==> src/rtl/famhq_pkg.sv <==
`default_nettype none

package famhq_pkg;

	typedef logic signed [31:0] data_t;

	localparam logic [1:0] KIND_INSERT  = 2'd0;
	localparam logic [1:0] KIND_DEL_MAX = 2'd1;
	localparam logic [1:0] KIND_DEL_MIN = 2'd2;

	localparam logic [1:0] STATUS_OK    = 2'd0;
	localparam logic [1:0] STATUS_FULL  = 2'd1;
	localparam logic [1:0] STATUS_EMPTY = 2'd2;

	typedef enum logic [1:0] {
		OP_HOLD,
		OP_INSERT,
		OP_SHIFT,
		OP_DROP
	} cell_op_t;

	typedef struct packed {
		cell_op_t op;
		data_t    value;
	} cell_cmd_t;

	typedef enum logic [1:0] {
		ST_IDLE,
		ST_SCAN,
		ST_DONE
	} state_t;

endpackage

`default_nettype wire

==> src/rtl/famhq_ctrl.sv <==
`default_nettype none

module famhq_ctrl #(
	parameter int CAPACITY = 64
) (
	input  wire logic                          clk,
	input  wire logic                          arst_n,
	input  wire logic                          in_valid,
	output logic                               in_stall,
	input  wire logic [1:0]                    kind,
	input  wire famhq_pkg::data_t              value,
	input  wire famhq_pkg::data_t              head_value,
	input  wire famhq_pkg::data_t              tail_value,
	output famhq_pkg::cell_cmd_t               cmd,
	output logic                               out_valid,
	input  wire logic                          out_stall,
	output famhq_pkg::data_t                   max_value,
	output famhq_pkg::data_t                   min_value,
	output logic [$clog2(CAPACITY+1)-1:0]      entry_count,
	output logic                               is_empty,
	output logic [1:0]                         status
);
	import famhq_pkg::*;

	localparam int CNT_W  = $clog2(CAPACITY + 1);
	localparam int SCAN_W = $clog2(CAPACITY);

	state_t              state_q;
	state_t              state_d;
	logic [CNT_W-1:0]    count_q;
	logic [CNT_W-1:0]    count_d;
	logic [SCAN_W-1:0]   scan_cnt_q;
	logic [1:0]          status_q;
	logic [1:0]          status_d;
	logic                accept;
	logic                full;
	logic                empty;
	logic                load_out;
	logic                out_valid_q;
	data_t               max_q;
	data_t               min_q;
	logic [CNT_W-1:0]    out_count_q;
	logic                out_empty_q;
	logic [1:0]          out_status_q;

	assign full     = (count_q == CNT_W'(CAPACITY));
	assign empty    = (count_q == '0);
	assign in_stall = (state_q != ST_IDLE);
	assign accept   = in_valid && (state_q == ST_IDLE);
	assign load_out = (state_q == ST_DONE) && (!out_valid_q || !out_stall);

	always_comb begin
		state_d   = state_q;
		count_d   = count_q;
		status_d  = status_q;
		cmd.op    = OP_HOLD;
		cmd.value = value;
		case (state_q)
			ST_IDLE: begin
				if (accept) begin
					state_d  = ST_SCAN;
					status_d = STATUS_OK;
					case (kind)
						KIND_INSERT: begin
							if (full) begin
								status_d = STATUS_FULL;
							end else begin
								cmd.op  = OP_INSERT;
								count_d = count_q + 1'b1;
							end
						end
						KIND_DEL_MAX: begin
							if (empty) begin
								status_d = STATUS_EMPTY;
							end else begin
								cmd.op  = OP_SHIFT;
								count_d = count_q - 1'b1;
							end
						end
						KIND_DEL_MIN: begin
							if (empty) begin
								status_d = STATUS_EMPTY;
							end else begin
								cmd.op  = OP_DROP;
								count_d = count_q - 1'b1;
							end
						end
						default: begin
							cmd.op = OP_HOLD;
						end
					endcase
				end
			end
			ST_SCAN: begin
				// tail carry must step through every cell to reach the far end
				if (scan_cnt_q == SCAN_W'(CAPACITY - 1)) begin
					state_d = ST_DONE;
				end
			end
			ST_DONE: begin
				if (load_out) begin
					state_d = ST_IDLE;
				end
			end
			default: begin
				state_d = ST_IDLE;
			end
		endcase
	end

	always_ff @(posedge clk or negedge arst_n) begin
		if (!arst_n) begin
			state_q     <= ST_IDLE;
			count_q     <= '0;
			scan_cnt_q  <= '0;
			status_q    <= STATUS_OK;
			out_valid_q <= 1'b0;
		end else begin
			state_q  <= state_d;
			count_q  <= count_d;
			status_q <= status_d;
			if (accept) begin
				scan_cnt_q <= '0;
			end else if (state_q == ST_SCAN) begin
				scan_cnt_q <= scan_cnt_q + 1'b1;
			end
			if (load_out) begin
				out_valid_q <= 1'b1;
			end else if (!out_stall) begin
				out_valid_q <= 1'b0;
			end
		end
	end

	always_ff @(posedge clk) begin
		if (load_out) begin
			max_q        <= empty ? '0 : head_value;
			min_q        <= empty ? '0 : tail_value;
			out_count_q  <= count_q;
			out_empty_q  <= empty;
			out_status_q <= status_q;
		end
	end

	assign out_valid   = out_valid_q;
	assign max_value   = max_q;
	assign min_value   = min_q;
	assign entry_count = out_count_q;
	assign is_empty    = out_empty_q;
	assign status      = out_status_q;

endmodule

`default_nettype wire

==> config.mk <==
export PLATFORM = sky130hd
export DESIGN_NAME = famhq_ctrl
export DESIGN_NICKNAME = d
export VERILOG_FILES = /design/src/rtl/famhq_pkg.sv /design/src/rtl/famhq_ctrl.sv
export SDC_FILE = /design/constraint.sdc
export NUM_CORES = 1
export LEC_CHECK = 0
export BUFFER_PORTS_ARGS = -buffer_cell sky130_fd_sc_hd__buf_4
export CAP_MARGIN = 10
export CORE_ASPECT_RATIO = 0.6
export CORE_MARGIN = 2
export CORE_UTILIZATION = 28
export DETAILED_ROUTE_END_ITERATION = 6
export GPL_ROUTABILITY_DRIVEN = 0
export GPL_TIMING_DRIVEN = 0
export PLACE_DENSITY = 0.56
export SYNTH_ARGS = -nofsm -noshare
export SYNTH_HDL_FRONTEND = slang
export SYNTH_SLANG_ARGS = --single-unit
==> constraint.sdc <==
create_clock -name clk -period 5.2 [get_ports clk]
set_input_delay 0.26 -clock clk [delete_from_list [all_inputs] [get_ports clk]]
set_output_delay 0.26 -clock clk [all_outputs]
set_load 0.02 [all_outputs]
* Word-level counts from Yosys, hierarchy flattened
Cells that the tools add are included.
** Word-level totals
- Flip-flop bits (word level) :: 92
- Logic and storage cells :: 60
- Bits of input ports :: 102
- Output and inout port bits :: 110
** Operators by class
- Add/sub/neg operators :: 3
- Reduce and logical (&&, ||, !) cells :: 15
- Equality and inequality tests :: 12
- Mux-type cells :: 20
** Operators by type and width (number)
- two-way mux 2 bit :: 8
- two-way mux 7 bit :: 2
- one-hot mux 7 bit (2 select lines) :: 1
- two-way mux 6 bit :: 2
- one-hot mux 2 bit (3 select lines) :: 2
- inequality test 2 bit (second input constant) :: 5
- adder 7 x 1 -> 7 bit (second input constant) :: 1
- == test 7 bit (second input constant) :: 1
- zero test 7 bit :: 1
- subtractor 7 x 1 -> 7 bit (second input constant) :: 1
- adder 6 x 1 -> 6 bit (second input constant) :: 1
- == test 6 bit (second input constant) :: 1
- nonzero test 2 bit :: 3
- AND reduction 5 bit :: 1
- == test 2 x 1 -> 1 bit (second input constant) :: 2
- == test 2 bit (second input constant) :: 2
- zero test 2 bit :: 2
- two-way mux 1 bit :: 4
- one-hot mux 2 bit (2 select lines) :: 1
- AND reduction 3 bit :: 1
- logical AND 1 bit :: 2
- zero test 1 bit :: 2
- inequality test 2 x 1 -> 1 bit (second input constant) :: 1
- AND reduction 2 bit :: 1
- 2 further kinds :: 2

* Depth between registers and ports, before layout
- Depth after elaboration :: 5
- Gate-level depth with buffers :: 8
- Mapped depth without buffers :: 8

* Worst setup path before layout
No wires, ideal clock.
- Kind :: register to register
- From :: register state_q[0]
- To :: register out_count_q[0] (netlist: entry_count[0]), enable pin
- Arrival time :: 4.180 ns
- Slack :: 0.489 ns
- Path buffers :: 0
- Period minus slack after synthesis :: 4.711 ns
- Data required time :: 4.669 ns
- Cell stages (with the launch flop) :: 3
- Library setup time :: 0.531 ns
- Path through :: dfrtp_1 > nand2b_1 > a21oi_1
** On the way
- Longest elaborated chain between the ends :: 2
** RTL lines
- from (decl) :: line famhq_ctrl.sv:28 : state_t state_q;
- from (signal assigned) :: line famhq_ctrl.sv:119 : state_q <= state_d;
- == test 2 bit :: line famhq_ctrl.sv:50 : assign load_out = (state_q == ST_DONE) && (!out_valid_q || !out_stall);
- logical AND 1 bit :: line famhq_ctrl.sv:50
- via load_out :: line famhq_ctrl.sv:38 : logic load_out;
- to (signal assigned) :: line famhq_ctrl.sv:139 : out_count_q <= count_q;
- to (decl) :: line famhq_ctrl.sv:42 : logic [CNT_W-1:0] out_count_q;
The timed path passes the listed nets, and every way through them passes these cells.
A chain may end at the register's enable or synchronous reset.

==> impl_metrics.tcl <==
set metrics [dict create \
    synthTopCellsByArea "edfxtp_1 (54%), dfrtp_1 (11%), nor2b_1 (9.9%)" \
    fmax_mhz 405 \
    reg2reg_setup_slack_ps 3020 \
    synth_ff_type "edfxtp_1" \
    hold-path-endpoint "out_valid$_DFFE_PN0P_" \
    worstPathRequired_ps 4940 \
    path_max_fanout 10 \
    final_cell_area_mm2 0.00606 \
    r2r_cells 4 \
    avgSynthCellArea_um2 14.2 \
    slew_viol_final 0 \
    rr_endpoint "max_value[2]$_SDFFCE_PP0P_" \
    clock_latency_ps 340 \
    rsz0062_at_grt "false" \
    drt_first_iter_violations 104 \
    maxCapViolCount 0 \
    startpoint_type "register" \
    slew_headroom 0.402 \
    via_count 2818 \
    row_count 34 \
    ir_drop_v 0.000150 \
    clockRootBuffer "clkbuf_16" \
    ys_seq_area_frac 0.652 \
    min_period_ps 2470 \
    initial_core_util 0.285 \
    place_area_mm2 0.00575 \
    min_from "out_stall" \
    htree_levels 3 \
    r2r_start "state_q[0]$_DFFE_PN0P_" \
    wire_per_inst_um 13.8 \
    drc 0 \
    grt_pass1_vias 2828 \
    clock-sinks 92 \
    path_clk_slew_ps 70 \
    layout-drive-gt1-share 0.507 \
    synth.cell_area_mm2 0.00410 \
    fp.dieH_um 97.7 \
    ys_ff_latch 92 \
    status "finished, final reports clean" \
    ys_types 41 \
    min_period_over_period 0.475 \
    grt_pass1_wl_um 14400 \
    setup_violations 0 \
    syn2layout_area_growth_pct 47.9 \
    nNetsFinal 596 \
    clockBufferDepth 2 \
    yosysTopAreaCell "edfxtp_1" \
    vias_per_cell 4.11 \
    die_w_um 160 \
    netlist_instances 289 \
    post_cts_buffers 0 \
    pin_count 212 \
    yosysWarnings 0 \
    hold_path_class "in2reg" \
    place_ws_ps 2930 \
    synthesis.nets 403 \
    routed_wl_um 9480 \
    antenna_left 0 \
    cts_buffers 9 \
    worstPathArrival_ps 2210 \
    grtUsageTotal 0.120 \
    cts_tree "built" \
    powerDensity_mw_per_mm2 336 \
    synth_top_area_frac 0.542 \
    synth-edff-count 74 \
    antenna_found_initial 0 \
    timing.final.ws_setup_ps 2730 \
    path_class "reg2out" \
    grt_start_max_net_pins 30 \
    diodes 0 \
    globalRoute.totalOverflow 0 \
    die_area_mm2 0.0156 \
    worstHoldPathCells 3 \
    place_hpwl_um 7200 \
    p_leak_nw 2.62 \
    worstSetupEndpointType "primary output" \
    skew_ps 8.86 \
    io_buffers 179 \
    core_region_area_mm2 0.0144 \
    hold_viol 0 \
    async_flop_share 0.196 \
    yosysMostFrequentCell "edfxtp_1" \
    first_pass_iters 4 \
    max_slew.worst_pin.slew_ps 896 \
    cts_resized 0 \
    ys_top_cells_by_count "edfxtp_1 (74), nor2b_1 (65), buf_4 (33)" \
]
worst max-delay path: stages (launching register included):
cell,delay [ps]
dfrtp_1,440
nor2_1,180
nand3_1,190
nor2_1,300
buf_2,300
buf_4,230
nor2_1,60
buf_4,150
layout make-up:
class / instances / area, um^2
plain buffers: 42 / 310
clock buffers: 10 / 229
multi-input cells: 153 / 1120
inverters: 2 / 7.51
well taps: 198 / 248
clock inverters: 6 / 75.1
fillers: 1373 / 8320
flip-flops and latches: 92 / 2670
repair buffers: 182 / 1400
cells in the final DEF, fill, tap and decap left out, types with 3 or more instances in the layout:
cell,instances
buf_4,212
edfxtp_1,74
nor2b_1,65
dfrtp_1,18
ha_1,11
nor2_1,9
clkbuf_16,9
nand2_1,8
a21oi_1,5
xnor2_1,5
buf_2,4
nand3_1,4
o21ai_1,4
o21ai_0,4
mux2_4,4
a21o_1,4
clkbuf_1,4
a22o_1,3
clkinv_4,3
kinds of logic (layout without fill, tap and decap cells):
| kind of cell | after synthesis | count (layout) | synth area share |
|---|---|---|---|
| and+or+nand+nor | 98 | 98 | 0.144 |
| xor gates and xnor gates | 7 | 7 | 0.0168 |
| muxes | 6 | 6 | 0.0198 |
| adders and majority gates | 12 | 12 | 0.0385 |
| buffers and inverters | 44 | 242 | 0.0776 |
| AOI/OAI and AO/OA | 30 | 30 | 0.0507 |
| DFF | 92 | 92 | 0.652 |
report_power, final:
group	leakage, nW	internal, mW	switching (mW)
Combinational	1.59	0.245	0.199
Clock	0.145	0.379	0.290
Sequential	0.887	0.864	0.0623
worst max path at each step:
stage,start,to,slack [ps],cells after the start
floorplan,state_q[0]$_DFFE_PN0P_,entry_count[0]$_DFFE_PP_,490,2
global placement,state_q[0]$_DFFE_PN0P_,max_value[1]$_SDFFCE_PP0P_,-1420,2
detailed placement,kind[0],count_q[6]$_DFFE_PN0P_,2930,9
CTS,count_q[4]$_DFFE_PN0P_,cmd[33],2630,7
global route,count_q[4]$_DFFE_PN0P_,cmd[33],2490,7
finish,count_q[3]$_DFFE_PN0P_,cmd[33],2730,7
metal layers:
metal | vias up | track usage | part of all wire
met4 | 0 | 0.0416 | 0.012
met1 | 1309 | 0.152 | 0.46
li1 | 1358 | - | -
met2 | 141 | 0.187 | 0.45
met5 | - | 0 | 0
met3 | 10 | 0.0482 | 0.084
sequential cells by signal, summed over array words and instances (netlist names), 2 cells and up:
name,flops
max_value,32
min_value,32
count_q,7
entry_count,7
scan_cnt_q,6
state_q,2
status,2
status_q,2
metrics by stage:
stage,power (mW),hold WS [ps],TNS (ps),instances,utilization
3_5_place_dp,1.39,148,0,668,0.400
5_1_grt,2.14,163,0,685,0.422
4_1_cts,2.07,151,0,685,0.422
3_3_place_gp,1.37,151,-104280,666,0.396
6_report,2.04,167,0,685,0.422
2_1_floorplan,1.26,-35.6,0,289,-
repair_timing:
action / 4_1_cts / 5_1_grt
endpoints found under the setup margin: 0 / 0
hold buffers: 1 / 0
hold endpoints to repair: 18 / 0
Note: power is estimated with default switching activity, not from simulation.
