==> src/rtl/famhq_pkg.sv <==
`default_nettype none

package famhq_pkg;

	typedef logic signed [31:0] data_t;

	localparam logic [1:0] KIND_INSERT  = 2'd0;
	localparam logic [1:0] KIND_DEL_MAX = 2'd1;
	localparam logic [1:0] KIND_DEL_MIN = 2'd2;

	localparam logic [1:0] STATUS_OK    = 2'd0;
	localparam logic [1:0] STATUS_FULL  = 2'd1;
	localparam logic [1:0] STATUS_EMPTY = 2'd2;

	typedef enum logic [1:0] {
		OP_HOLD,
		OP_INSERT,
		OP_SHIFT,
		OP_DROP
	} cell_op_t;

	typedef struct packed {
		cell_op_t op;
		data_t    value;
	} cell_cmd_t;

	typedef enum logic [1:0] {
		ST_IDLE,
		ST_SCAN,
		ST_DONE
	} state_t;

endpackage

`default_nettype wire

==> src/rtl/famhq_cell.sv <==
`default_nettype none

module famhq_cell (
	input  wire logic               clk,
	input  wire logic               arst_n,
	input  wire famhq_pkg::cell_cmd_t cmd,
	input  wire famhq_pkg::data_t   left_value,
	input  wire logic               left_keep,
	input  wire logic               left_valid,
	input  wire famhq_pkg::data_t   left_scan,
	input  wire famhq_pkg::data_t   right_value,
	input  wire logic               right_valid,
	output famhq_pkg::data_t        value,
	output logic                    valid,
	output logic                    keep,
	output famhq_pkg::data_t        scan
);
	import famhq_pkg::*;

	data_t value_q;
	logic  valid_q;
	data_t scan_q;
	data_t value_d;
	logic  valid_d;

	// cell keeps its entry on insert when it is at least the new value
	assign keep = valid_q && (value_q >= cmd.value);

	always_comb begin
		value_d = value_q;
		valid_d = valid_q;
		case (cmd.op)
			OP_INSERT: begin
				if (!keep) begin
					value_d = left_keep ? cmd.value : left_value;
					valid_d = valid_q | left_valid;
				end
			end
			OP_SHIFT: begin
				value_d = right_value;
				valid_d = right_valid;
			end
			OP_DROP: begin
				// only the last occupied cell lets go
				valid_d = valid_q & right_valid;
			end
			default: begin
				value_d = value_q;
				valid_d = valid_q;
			end
		endcase
	end

	always_ff @(posedge clk or negedge arst_n) begin
		if (!arst_n) begin
			valid_q <= 1'b0;
		end else begin
			valid_q <= valid_d;
		end
	end

	// value and tail scan carry need no reset
	always_ff @(posedge clk) begin
		value_q <= value_d;
		scan_q  <= valid_q ? value_q : left_scan;
	end

	assign value = value_q;
	assign valid = valid_q;
	assign scan  = scan_q;

endmodule

`default_nettype wire

==> config.mk <==
export PLATFORM = sky130hd
export DESIGN_NAME = famhq_cell
export DESIGN_NICKNAME = d
export VERILOG_FILES = /design/src/rtl/famhq_pkg.sv /design/src/rtl/famhq_cell.sv
export SDC_FILE = /design/constraint.sdc
export NUM_CORES = 1
export LEC_CHECK = 0
export BUFFER_PORTS_ARGS = -buffer_cell sky130_fd_sc_hd__buf_4
export CELL_PAD_IN_SITES_DETAIL_PLACEMENT = 2
export CELL_PAD_IN_SITES_GLOBAL_PLACEMENT = 2
export CORE_MARGIN = 2
export CORE_UTILIZATION = 23
export CTS_BUF_LIST = sky130_fd_sc_hd__clkbuf_16
export CTS_CLUSTER_DIAMETER = 150
export DETAILED_ROUTE_END_ITERATION = 7
export GPL_ROUTABILITY_DRIVEN = 0
export PLACE_DENSITY_LB_ADDON = 0.1
export SYNTH_ARGS = -nofsm -noshare
export SYNTH_HDL_FRONTEND = slang
export SYNTH_SLANG_ARGS = --single-unit
==> constraint.sdc <==
create_clock -name clk -period 3.3 [get_ports clk]
set_clock_uncertainty 0.1 [all_clocks]
set_input_delay 0.66 -clock clk [delete_from_list [all_inputs] [get_ports clk]]
set_output_delay 0.66 -clock clk [all_outputs]
set_load 0.02 [all_outputs]
; ---- Word level (Yosys, flattened, before mapping)
; Index checks and enable logic that the tools add are counted.
; Widths: inputs -> output; s select.
[word_totals]
memories = 0
mem_bits_ro = 0
ram_bits = 0
reg_bits = 65
latch_bits = 0
[classes]
bitwise = 2
order_cmp = 1
shifts = 0
mux = 6
reduce_logical = 5
div_mod_pow = 0
eq_ne = 4
n_addsub = 0
mul = 0
[op_table]
columns = operator, count
row1 = $mux 32, 3
row2 = $pmux 32 s2, 1
row3 = $ge 32x32->1, 1
row4 = $eq 2x2->1 const B, 2
row5 = $reduce_and 2->1, 2
row6 = $pmux 1 s3, 1
row7 = $reduce_bool 3->1, 1
row8 = $eq 2x1->1 const B, 1
row9 = $ne 2x2->1 const B, 1
row10 = $reduce_bool 2->1, 1
row11 = $and 1x1->1, 1
row12 = $logic_and 1x1->1, 1
row13 = $mux 1, 1
row14 = $or 1x1->1, 1

; ---- Logic depth before layout (Yosys ltp)
; Gate-level depths: netlist of run 1.
[depth]
ltp_word = 4
mapped_depth = 8
ltp_nobuf = 8

; ---- Worst setup path before layout of run 1
; OpenSTA, ideal clock, no wires.
[synth_timing]
path_kind = in2reg
from = in cmd[30] (netlist bit)
to = reg value_q[0], in the netlist value[0] (enable)
t_required_ns = 2.772
arrival_time_ns = 3.464
path_buffers = 0
slack_ns = -0.692
setup_time_ns = 0.428
cell_stages = 8
cell_sequence = inv_1 ha_1 nand4_2 nor4_1 and2_1 o41ai_1 a31oi_2 o21bai_1
[synth_between]
elab_chain_cells = 4
[synth_rtl]
columns = element, line_no
row1 = "start, declared", famhq_cell.sv:6  ; input wire famhq_pkg::cell_cmd_t cmd,
row2 = $ge 32x32->1, famhq_cell.sv:27  ; assign keep = valid_q && (value_q >= cmd.value);
row3 = $logic_and 1x1->1, famhq_cell.sv:27
row4 = named net keep, famhq_cell.sv:15  ; output logic keep,
row5 = $ne 2x2->1 (no line), --
row6 = $reduce_and 2->1 (no line), --
row7 = "end signal, assigned", famhq_cell.sv:64  ; value_q <= value_d;
row8 = "end, declared", famhq_cell.sv:20  ; data_t value_q;
; The timed path passes the listed nets, and every way through them passes these cells.
; A chain may end at the register's enable or synchronous reset.

; ---- Worst setup path after layout of run 1
[layout_timing]
from = reg value_q[19], in the netlist value[19]
to = out keep
[layout_between]
elab_chain_cells = 2
[layout_rtl]
columns = element, line_no
row1 = $ge 32x32->1, famhq_cell.sv:27
row2 = $logic_and 1x1->1, famhq_cell.sv:27
row3 = "end, declared", famhq_cell.sv:15
; No other way between the ends.

==> results.tsv, run 1 <==
stage	metric	value	unit
timing	max_freq	315	MHz
clock_tree	clkTransAtPathRegs	60	ps
synth	synth_ff_type	edfxtp_1	
clock_tree	clk_latency	340	ps
timing	maxSlewViolCount	0	
worst_setup_path	crit_path_start_kind	flop	
worst_setup_path	r2r-end	value[17]$_DFFE_PP_	
die	dieArea	0.0163	sq mm
timing	worst_pin_slew	653	ps
synth	syn-num-nets	497	
worst_setup_path	crit_type	flop to primary output	
timing	min_period	3180	ps
timing	rsz0062_at_grt	no	
global_routing	grt_max_degree	38	
pwr	p_per_area	470	mW/mm^2
timing	setup_viol	0	
clock_tree	cts_setup_buffers	0	
clock_tree	cts_tree	built	
pwr	ir_drop	0.000207	V
timing	fin_setup_tns	0	ps
clock_tree	numCtsBuffers	9	
die	initial_core_util	23.3	%
detailed_routing	ant_nets	0	
detailed_routing	routedWlPerCell	17.4	microns
die	die_h	127	microns
cells_and_area	register_area	0.00163	sq mm
timing	period_share	96.2	%
synth	synth_edf_count	32	
die	ios	201	
cells_and_area	area.growth.synth_to_final	57.5	%
detailed_routing	drtIter0Drc	46	
pwr	comb_power_share	28.1	%
cells_and_area	finalNonFillerCells	725	
cells_and_area	final_cell_area	0.00552	sq mm
detailed_routing	drtPass1Iterations	4	
clock_tree	clockBufferDepth	2	
pwr	p_total	2.60	mW
pwr	clockPowerShare	32.5	%
clock_tree	root_buffer	clkbuf_16	
worst_setup_path	timing.critical_path.fanout_max	3	
worst_setup_path	r2r_slack	550	ps
clock_tree	h-tree-depth	3	
synth	syn_inst	330	
detailed_routing	drc	0	
cells_and_area	drive_gt1_share	48.0	%
cells_and_area	antennaDiodeCount	0	
flow_run	drv_cap	0	
global_routing	grtUsageTotal	15.4	%
cells_and_area	nFillCells	1651	
die	core.rowCount	45	
cells_and_area	final_util	36.7	%
timing	fin_ws	125	ps
worst_setup_path	reg2reg_depth	9	
synth	ys_seq_elements	65	
global_routing	grt_overflow_total	0	
die	coreArea	0.0150	sq mm
worst_setup_path	critPathCapture	keep	
status	status	complete, no violations	
worst_setup_path	worst_setup_path_end_kind	primary output	
pwr	switching_share	29.7	%
pwr	p_seq_share	39.4	%
placed_design	dp_hpwl	9.80	mm
worst_setup_path	cp.required	2540	ps
placed_design	pre_cts_slack	58.2	ps
worst_setup_path	crit_arrival	2420	ps
placed_design	place_area	0.00525	sq mm
synth	yosysWarnings	0	
worst_setup_path	critPathLaunch	value[19]$_DFFE_PP_	
synth	synth_cell_types	35	
synth	ys_seq_area_share	46.4	%
detailed_routing	viasPerCell	4.46	
detailed_routing	routed_wl	12.6	mm
placed_design	dp_cells	708	
pwr	internal_power	1.83	mW
timing	slew_headroom	56.4	%
timing	hold_ws	445	ps
die	die_w	127	microns
placed_design	portBuffers	200	
synth	async_reset_ff_share	1.54	%
global_routing	grt_pass1_wl	19.0	mm
global_routing	grt_pass1_vias	3513	
detailed_routing	vias	3237	
clock_tree	clock-sinks	65	
timing	hold_viol	0	
worst_setup_path	crit-reg2reg-launch	value[19]$_DFFE_PP_	
cells_and_area	multi_input_area	0.00172	sq mm
min_path	hold_path.class	flop to flop	
synth	syn_avg_cell_area	10.6	sq um
pwr	p_leak	2.66	nW
pwr	power.switching	772	uW
cells_and_area	fin_nets	699	
global_routing	grt_antenna_before_repair	0	
synth	syn_area	0.00351	sq mm
-- cells in the final DEF (no fill, tap or decap), drive strengths merged --
cell / netlist / final
o221ai: 1 / 1
and2: 1 / 1
and4: 1 / 1
buf: 3 / 205
mux2i: 32 / 32
o2bb2ai: 1 / 1
nand2: 43 / 43
clkbuf: 12 / 9
edfxtp: 32 / 32
o311ai: 1 / 1
o21bai: 1 / 1
o21a: 1 / 1
clkinv: 0 / 5
dfxtp: 32 / 32
a221oi: 1 / 1
a31oi: 1 / 1
nand2b: 2 / 2
dfrtp: 1 / 1
nand4: 3 / 3
ha: 32 / 32
dlygate4sd3: 0 / 1
a21oi: 13 / 13
nor4: 1 / 1
nand3: 2 / 2
mux2: 32 / 32
o21ai: 37 / 37
or4: 1 / 1
o41ai: 1 / 1
nor3: 1 / 1
nor2b: 2 / 2
o211ai: 1 / 1
nor2: 3 / 3
inv: 34 / 36
a31o: 1 / 1
-- layer usage --
metal / vias to the layer above / track usage [%] / wire (microns)
li1: 1570 / - / -
met1: 1544 / 17.2 / 4930
met2: 114 / 28.0 / 6570
met3: 9 / 4.73 / 954
met4: 0 / 5.04 / 165
met5: - / 0 / 0
-- worst max-delay path: stages (launching register included) --
cell	delay (ps)
edfxtp_1	420
ha_1	350
a21oi_2	120
o21ai_1	110
and2_1	190
or4_1	500
a31oi_2	210
buf_4	180
-- cell families (layout without fill, tap and decap cells) --
family	after synthesis	in the layout	synth area share [%]
AOI/OAI and AO/OA	60	60	9.85
DFF	65	65	46.4
adders and majority gates	32	32	11.4
buffers and inverters	49	256	5.35
muxes	64	64	19.4
and+or+nand+nor	60	60	7.60
-- area by class of cell --
cell class                 instances  area share (%)
clock buffer                       9            4.08
clock inverter                     7           0.544
sequential                        65            29.5
tap                              188            4.26
inverter                          34            2.31
multi-input combinational        216            31.1
timing repair buffer             206            28.3
-- state kept, by name, summed over array words and instances (netlist names) --
register	count
valid	1
value	32
scan	32
-- synth_stat cells, drive strengths merged, types with 12 or more instances --
master	n	area, sq um
a21oi	13	72.6
clkbuf	12	45.0
dfxtp	32	641
edfxtp	32	961
ha	32	400
inv	34	128
mux2	32	360
mux2i	32	320
nand2	43	161
o21ai	37	185
-- worst min path at each step --
stage | startpoint | endpoint | slack, ps | depth (start not counted)
finish | value[22]$_DFFE_PP_ | scan[22]$_DFF_P_ | 450 | 1
global route | left_scan[1] | scan[1]$_DFF_P_ | 440 | 2
CTS | left_scan[21] | scan[21]$_DFF_P_ | 430 | 2
detailed placement | arst_n | valid$_DFFE_PN0P_ | 340 | 1
global placement | arst_n | valid$_DFFE_PN0P_ | 340 | 1
floorplan | arst_n | valid$_DFFE_PN0P_ | 260 | 0
-- power groups by stage --
stage / combinational (mW) / sequential [mW] / clock (mW)
6_report: 0.729 / 1.02 / 0.844
5_1_grt: 0.797 / 1.04 / 0.910
4_1_cts: 0.747 / 1.03 / 0.891
3_5_place_dp: 0.742 / 1.05 / 0
3_3_place_gp: 0.726 / 1.04 / 0
2_1_floorplan: 0.254 / 1.14 / 0
-- repair_timing --
item                                   CTS  global route
hold buffers                             1             0
setup endpoints to repair                1             0
gates resized for setup                  1             0
endpoints found under the hold margin    1             0
(Power assumes the default switching activity.)
==> run 2: changes to the inputs <==
--- a/config.mk
+++ b/config.mk
@@ -10,7 +10,7 @@
 export CELL_PAD_IN_SITES_GLOBAL_PLACEMENT = 2
 export CORE_MARGIN = 2
 export CORE_UTILIZATION = 23
-export CTS_BUF_LIST = sky130_fd_sc_hd__clkbuf_16
+export CTS_BUF_LIST = sky130_fd_sc_hd__clkbuf_8
 export CTS_CLUSTER_DIAMETER = 150
 export DETAILED_ROUTE_END_ITERATION = 7
 export GPL_ROUTABILITY_DRIVEN = 0
==> run 2 against run 1 <==
Against the previous run:
- combinational power increased by 0.5%
- sequential cell count unchanged
- worst setup slack got worse by 8.5 ps
- utilization decreased by 0.57 points
==> results.tsv, run 2 (synthesis results as in run 1) <==
stage	metric	value	unit
die	die_h	127	microns
detailed_routing	ant_nets	0	
global_routing	grtUsageTotal	15.3	%
timing	hold_viol	0	
placed_design	dp_cells	708	
detailed_routing	drtPass1Iterations	4	
clock_tree	cts_tree	built	
detailed_routing	routedWlPerCell	17.3	microns
worst_setup_path	cp_slowest_cell	or4_1	
worst_setup_path	path_cells	ha_1, nand4_2, nor4_1, and2_1, or4_1, a31oi_2, buf_4	
detailed_routing	drtIter0Drc	48	
detailed_routing	drc	0	
detailed_routing	vias	3243	
worst_setup_path	crit_arrival	2420	ps
die	dieArea	0.0163	sq mm
worst_setup_path	reg2reg_depth	9	
worst_setup_path	crit_type	flop to primary output	
timing	max_freq	314	MHz
global_routing	grt_antenna_before_repair	0	
global_routing	grt_overflow_total	0	
worst_setup_path	cp.required	2540	ps
timing	min_period	3180	ps
die	die_w	127	microns
worst_setup_path	crit_buf_inv	1	
pwr	power.switching	743	uW
clock_tree	numCtsBuffers	9	
detailed_routing	viasPerCell	4.46	
worst_setup_path	crit_family	simple AND/OR/NAND/NOR gates	
clock_tree	clock-sinks	65	
clock_tree	clkTransAtPathRegs	80	ps
min_path	hold_path.class	input port to flop	
pwr	clockPowerShare	24.8	%
min_path	holdPathStages	2	
timing	setup_viol	0	
detailed_routing	routed_wl	12.6	mm
status	status	complete, no violations	
worst_setup_path	worst_setup_path_end_kind	primary output	
worst_setup_path	crit_path_start_kind	flop	
timing	worst_pin_slew	652	ps
global_routing	grt_use_met3	4.90	%
clock_tree	root_buffer	clkbuf_8	
cells_and_area	fin_nets	701	
global_routing	grt_max_degree	38	
global_routing	grt_pass1_vias	3496	
pwr	p_leak	2.62	nW
die	ios	201	
clock_tree	clockBufferDepth	2	
cells_and_area	finalNonFillerCells	727	
placed_design	dp_hpwl	9.80	mm
clock_tree	clk_latency	360	ps
global_routing	met2_usage	27.8	%
timing	rsz0062_at_grt	no	
timing	maxSlewViolCount	0	
cells_and_area	layout_commonest_cell	buf_4	
cells_and_area	area.growth.synth_to_final	55.0	%
timing	slew_headroom	56.5	%
pwr	switching_share	31.8	%
flow_run	drv_cap	0	
pwr	p_per_area	429	mW/mm^2
pwr	internal_power	1.59	mW
worst_setup_path	timing.critical_path.fanout_max	3	
timing	fin_setup_tns	0	ps
worst_setup_path	cpPeakStageDelay	500	ps
die	coreArea	0.0150	sq mm
die	core.rowCount	45	
cells_and_area	final_cell_mix	206 x buf_4, 43 x nand2_1, 36 x inv_1, 36 x o21ai_0	
global_routing	use_met1	17.0	%
global_routing	grt_pass1_wl	18.8	mm
timing	period_share	96.5	%
pwr	p_seq_share	43.8	%
clock_tree	h-tree-depth	3	
pwr	ir_drop	0.000194	V
global_routing	gr-max-usage-layer	met2	
cells_and_area	antennaDiodeCount	0	
die	initial_core_util	23.3	%
cells_and_area	drive_gt1_share	48.2	%
worst_setup_path	crit_cells	7	
placed_design	portBuffers	200	
pwr	comb_power_share	31.4	%
[run 2: metrics by stage]
stage | instance area, sq um | power (mW) | utilization [%] | hold slack (ps) | worst slack [ps]
floorplan | 3520 | 1.39 | - | 264 | 300
global placement | 5250 | 1.77 | 34.9 | 336 | 170
detailed placement | 5250 | 1.79 | 34.9 | 340 | 58.2
CTS | 5420 | 2.40 | 36.1 | 396 | 28.0
global route | 5440 | 2.48 | 36.2 | 400 | 4.46
finish | 5440 | 2.34 | 36.2 | 422 | 116
[run 2: layout make-up]
type                    count  area, sq um
inverters                  34          128
well taps                 188          235
clock inverters             7         30.0
clock buffers               9          124
flip-flops and latches     65         1630
repair buffers            208         1580
multi-input cells         216         1720
fillers                  1660         9600
[run 2: power groups by stage]
stage | Combinational, mW | Sequential, mW | Clock [mW]
final | 0.733 | 1.02 | 0.580
after global routing | 0.799 | 1.04 | 0.646
after CTS | 0.746 | 1.03 | 0.620
after detailed placement | 0.742 | 1.05 | 0
after global placement | 0.726 | 1.04 | 0
after floorplan | 0.254 | 1.14 | 0
[run 2: what timing repair did]
action | CTS | global route
endpoints found under the setup margin | 1 | 1
hold buffers | 1 | 0
pin swaps | 0 | 1
endpoints found under the hold margin | 1 | 0
gates resized for setup | 1 | 0
buffers inserted | 0 | 2
[run 2: path summary, 6_finish.rpt]
path                                     start                   to  slack (ps)
max in group asynchronous               arst_n    valid$_DFFE_PN0P_        2460
hold reg to reg            value[22]$_DFFE_PP_     scan[22]$_DFF_P_         450
hold / removal                   left_scan[16]     scan[16]$_DFF_P_         420
min in group asynchronous               arst_n    valid$_DFFE_PN0P_         550
setup reg to reg           value[31]$_DFFE_PP_  value[17]$_DFFE_PP_         550
setup / recovery           value[31]$_DFFE_PP_                 keep         120
[run 2: metal layers]
layer	vias to the layer above	part of all wire (%)	routed length (microns)
li1	1573	-	-
met1	1553	40	5020
met2	108	52	6520
met3	9	7.1	897
met4	0	1.3	162
met5	-	0	0
==> run 3: changes to the inputs <==
--- a/config.mk
+++ b/config.mk
@@ -14,6 +14,7 @@
 export CTS_CLUSTER_DIAMETER = 150
 export DETAILED_ROUTE_END_ITERATION = 7
 export GPL_ROUTABILITY_DRIVEN = 0
+export MAX_ROUTING_LAYER = met4
 export PLACE_DENSITY_LB_ADDON = 0.1
 export SYNTH_ARGS = -nofsm -noshare
 export SYNTH_HDL_FRONTEND = slang
==> run 3 against run 2 <==
Against the previous run:
- non-clock buffer count did not move
- die area did not move
- sequential cell count did not move
- design area did not move
- worst setup slack improved by 0.88 ps
- critical path depth did not move
- combinational power barely moved
- routed wire length fell by 0.15%
- count of clock-buffer cells in the layout did not move
- power barely moved
- sequential power barely moved
- register-to-register slack barely moved
- critical path type unchanged
==> results.tsv, run 3 (synthesis results as in run 1) <==
stage	metric	value	unit
status	status	complete, no violations	
placed_design	place_area	0.00525	sq mm
die	core.rowCount	45	
min_path	hold_path.class	input port to flop	
global_routing	grt_overflow_total	0	
die	die_h	127	microns
cells_and_area	final_cell_mix	206 x buf_4, 43 x nand2_1, 36 x inv_1, 36 x o21ai_0	
global_routing	grt_max_degree	38	
timing	rsz0062_at_grt	no	
clock_tree	clock-sinks	65	
timing	slew_headroom	56.6	%
die	die_w	127	microns
placed_design	dp_hpwl	9.80	mm
clock_tree	numCtsBuffers	9	
placed_design	pre_cts_slack	58.2	ps
worst_setup_path	crit_type	flop to primary output	
detailed_routing	drtIter0Drc	54	
timing	max_freq	314	MHz
cells_and_area	nFillCells	1660	
cells_and_area	layout_commonest_cell	buf_4	
detailed_routing	ant_nets	0	
worst_setup_path	crit_arrival	2420	ps
timing	fin_setup_tns	0	ps
worst_setup_path	critPathCapture	keep	
clock_tree	clk_latency	360	ps
clock_tree	cts_tree	built	
die	ios	201	
cells_and_area	area.growth.synth_to_final	55.0	%
timing	setup_viol	0	
timing	hold_viol	0	
cells_and_area	antennaDiodeCount	0	
detailed_routing	routed_wl	12.6	mm
worst_setup_path	r2r_slack	560	ps
clock_tree	root_buffer	clkbuf_8	
cells_and_area	fin_nets	701	
detailed_routing	drtPass1Iterations	4	
timing	hold_ws	422	ps
worst_setup_path	reg2reg_depth	9	
timing	min_period	3180	ps
worst_setup_path	crit_path_start_kind	flop	
detailed_routing	viasPerCell	4.45	
detailed_routing	vias	3235	
cells_and_area	final_cell_area	0.00544	sq mm
timing	worst_pin_slew	651	ps
worst_setup_path	cp.required	2540	ps
worst_setup_path	crit-reg2reg-launch	value[31]$_DFFE_PP_	
cells_and_area	final_util	36.2	%
timing	period_share	96.5	%
timing	maxSlewViolCount	0	
pwr	p_per_area	429	mW/mm^2
worst_setup_path	timing.critical_path.fanout_max	3	
cells_and_area	drive_gt1_share	48.2	%
global_routing	grt_pass1_vias	3496	
detailed_routing	drc	0	
timing	fin_ws	117	ps
die	dieArea	0.0163	sq mm
clock_tree	clkTransAtPathRegs	80	ps
clock_tree	h-tree-depth	3	
global_routing	grt_pass1_wl	18.8	mm
worst_setup_path	critPathLaunch	value[31]$_DFFE_PP_	
die	initial_core_util	23.3	%
die	coreArea	0.0150	sq mm
pwr	ir_drop	0.000193	V
detailed_routing	routedWlPerCell	17.3	microns
global_routing	grt_antenna_before_repair	0	
worst_setup_path	worst_setup_path_end_kind	primary output	
worst_setup_path	r2r-end	value[17]$_DFFE_PP_	
pwr	p_leak	2.62	nW
flow_run	drv_cap	0	
global_routing	grtUsageTotal	15.8	%
placed_design	portBuffers	200	
clock_tree	clockBufferDepth	2	
## run 3: cell counts in the layout (fill, tap and decap cells not counted)
No cell type changed its count.
## run 3: cell type report
class                           count  area (sq um)  area share [%]
Tap cell                          188           235            4.33
Clock buffer                        9           124            2.28
Multi-Input combinational cell    216          1720            31.6
Inverter                           34           128            2.35
Clock inverter                      7          30.0           0.552
Sequential cell                    65          1630            29.9
Timing Repair Buffer              208          1580            29.0
## run 3: worst min-delay path by stage
stage	startpoint	to	cells after the start
6_report	left_scan[16]	scan[16]$_DFF_P_	2
3_5_place_dp	arst_n	valid$_DFFE_PN0P_	1
5_1_grt	left_scan[1]	scan[1]$_DFF_P_	2
3_3_place_gp	arst_n	valid$_DFFE_PN0P_	1
2_1_floorplan	arst_n	valid$_DFFE_PN0P_	0
4_1_cts	left_scan[16]	scan[16]$_DFF_P_	2
## run 3: critical path: stages (launching register included)
cell and delay (ps):
edfxtp_1 440, ha_1 380, nand4_2 130, nor4_1 80
and2_1 150, or4_1 500, a31oi_2 210, buf_4 180
## run 3: power by group
part	switching (mW)	internal, mW	leakage [nW]
combinational	0.359	0.374	1.94
clock	0.321	0.258	0.0902
sequential	0.0623	0.960	0.590
## run 3: layer usage
layer	global-route usage [%]	vias up	wire, microns
met5	-	-	0
met4	4.65	0	163
met3	4.90	9	955
met2	27.9	112	6530
met1	16.9	1541	4930
li1	-	1573	-
## run 3: timing repair
| item | CTS | global route |
|---|---|---|
| setup buffers | 0 | 2 |
| endpoints found under the setup margin | 1 | 1 |
| gates resized for setup | 1 | 0 |
| pin swaps | 0 | 1 |
| hold buffers | 1 | 0 |
| endpoints found under the hold margin | 1 | 0 |
## run 3: stage by stage
stage,instances,power [mW]
after global routing,727,2.48
after floorplan,330,1.39
after global placement,708,1.77
final,727,2.33
after CTS,725,2.40
after detailed placement,708,1.79
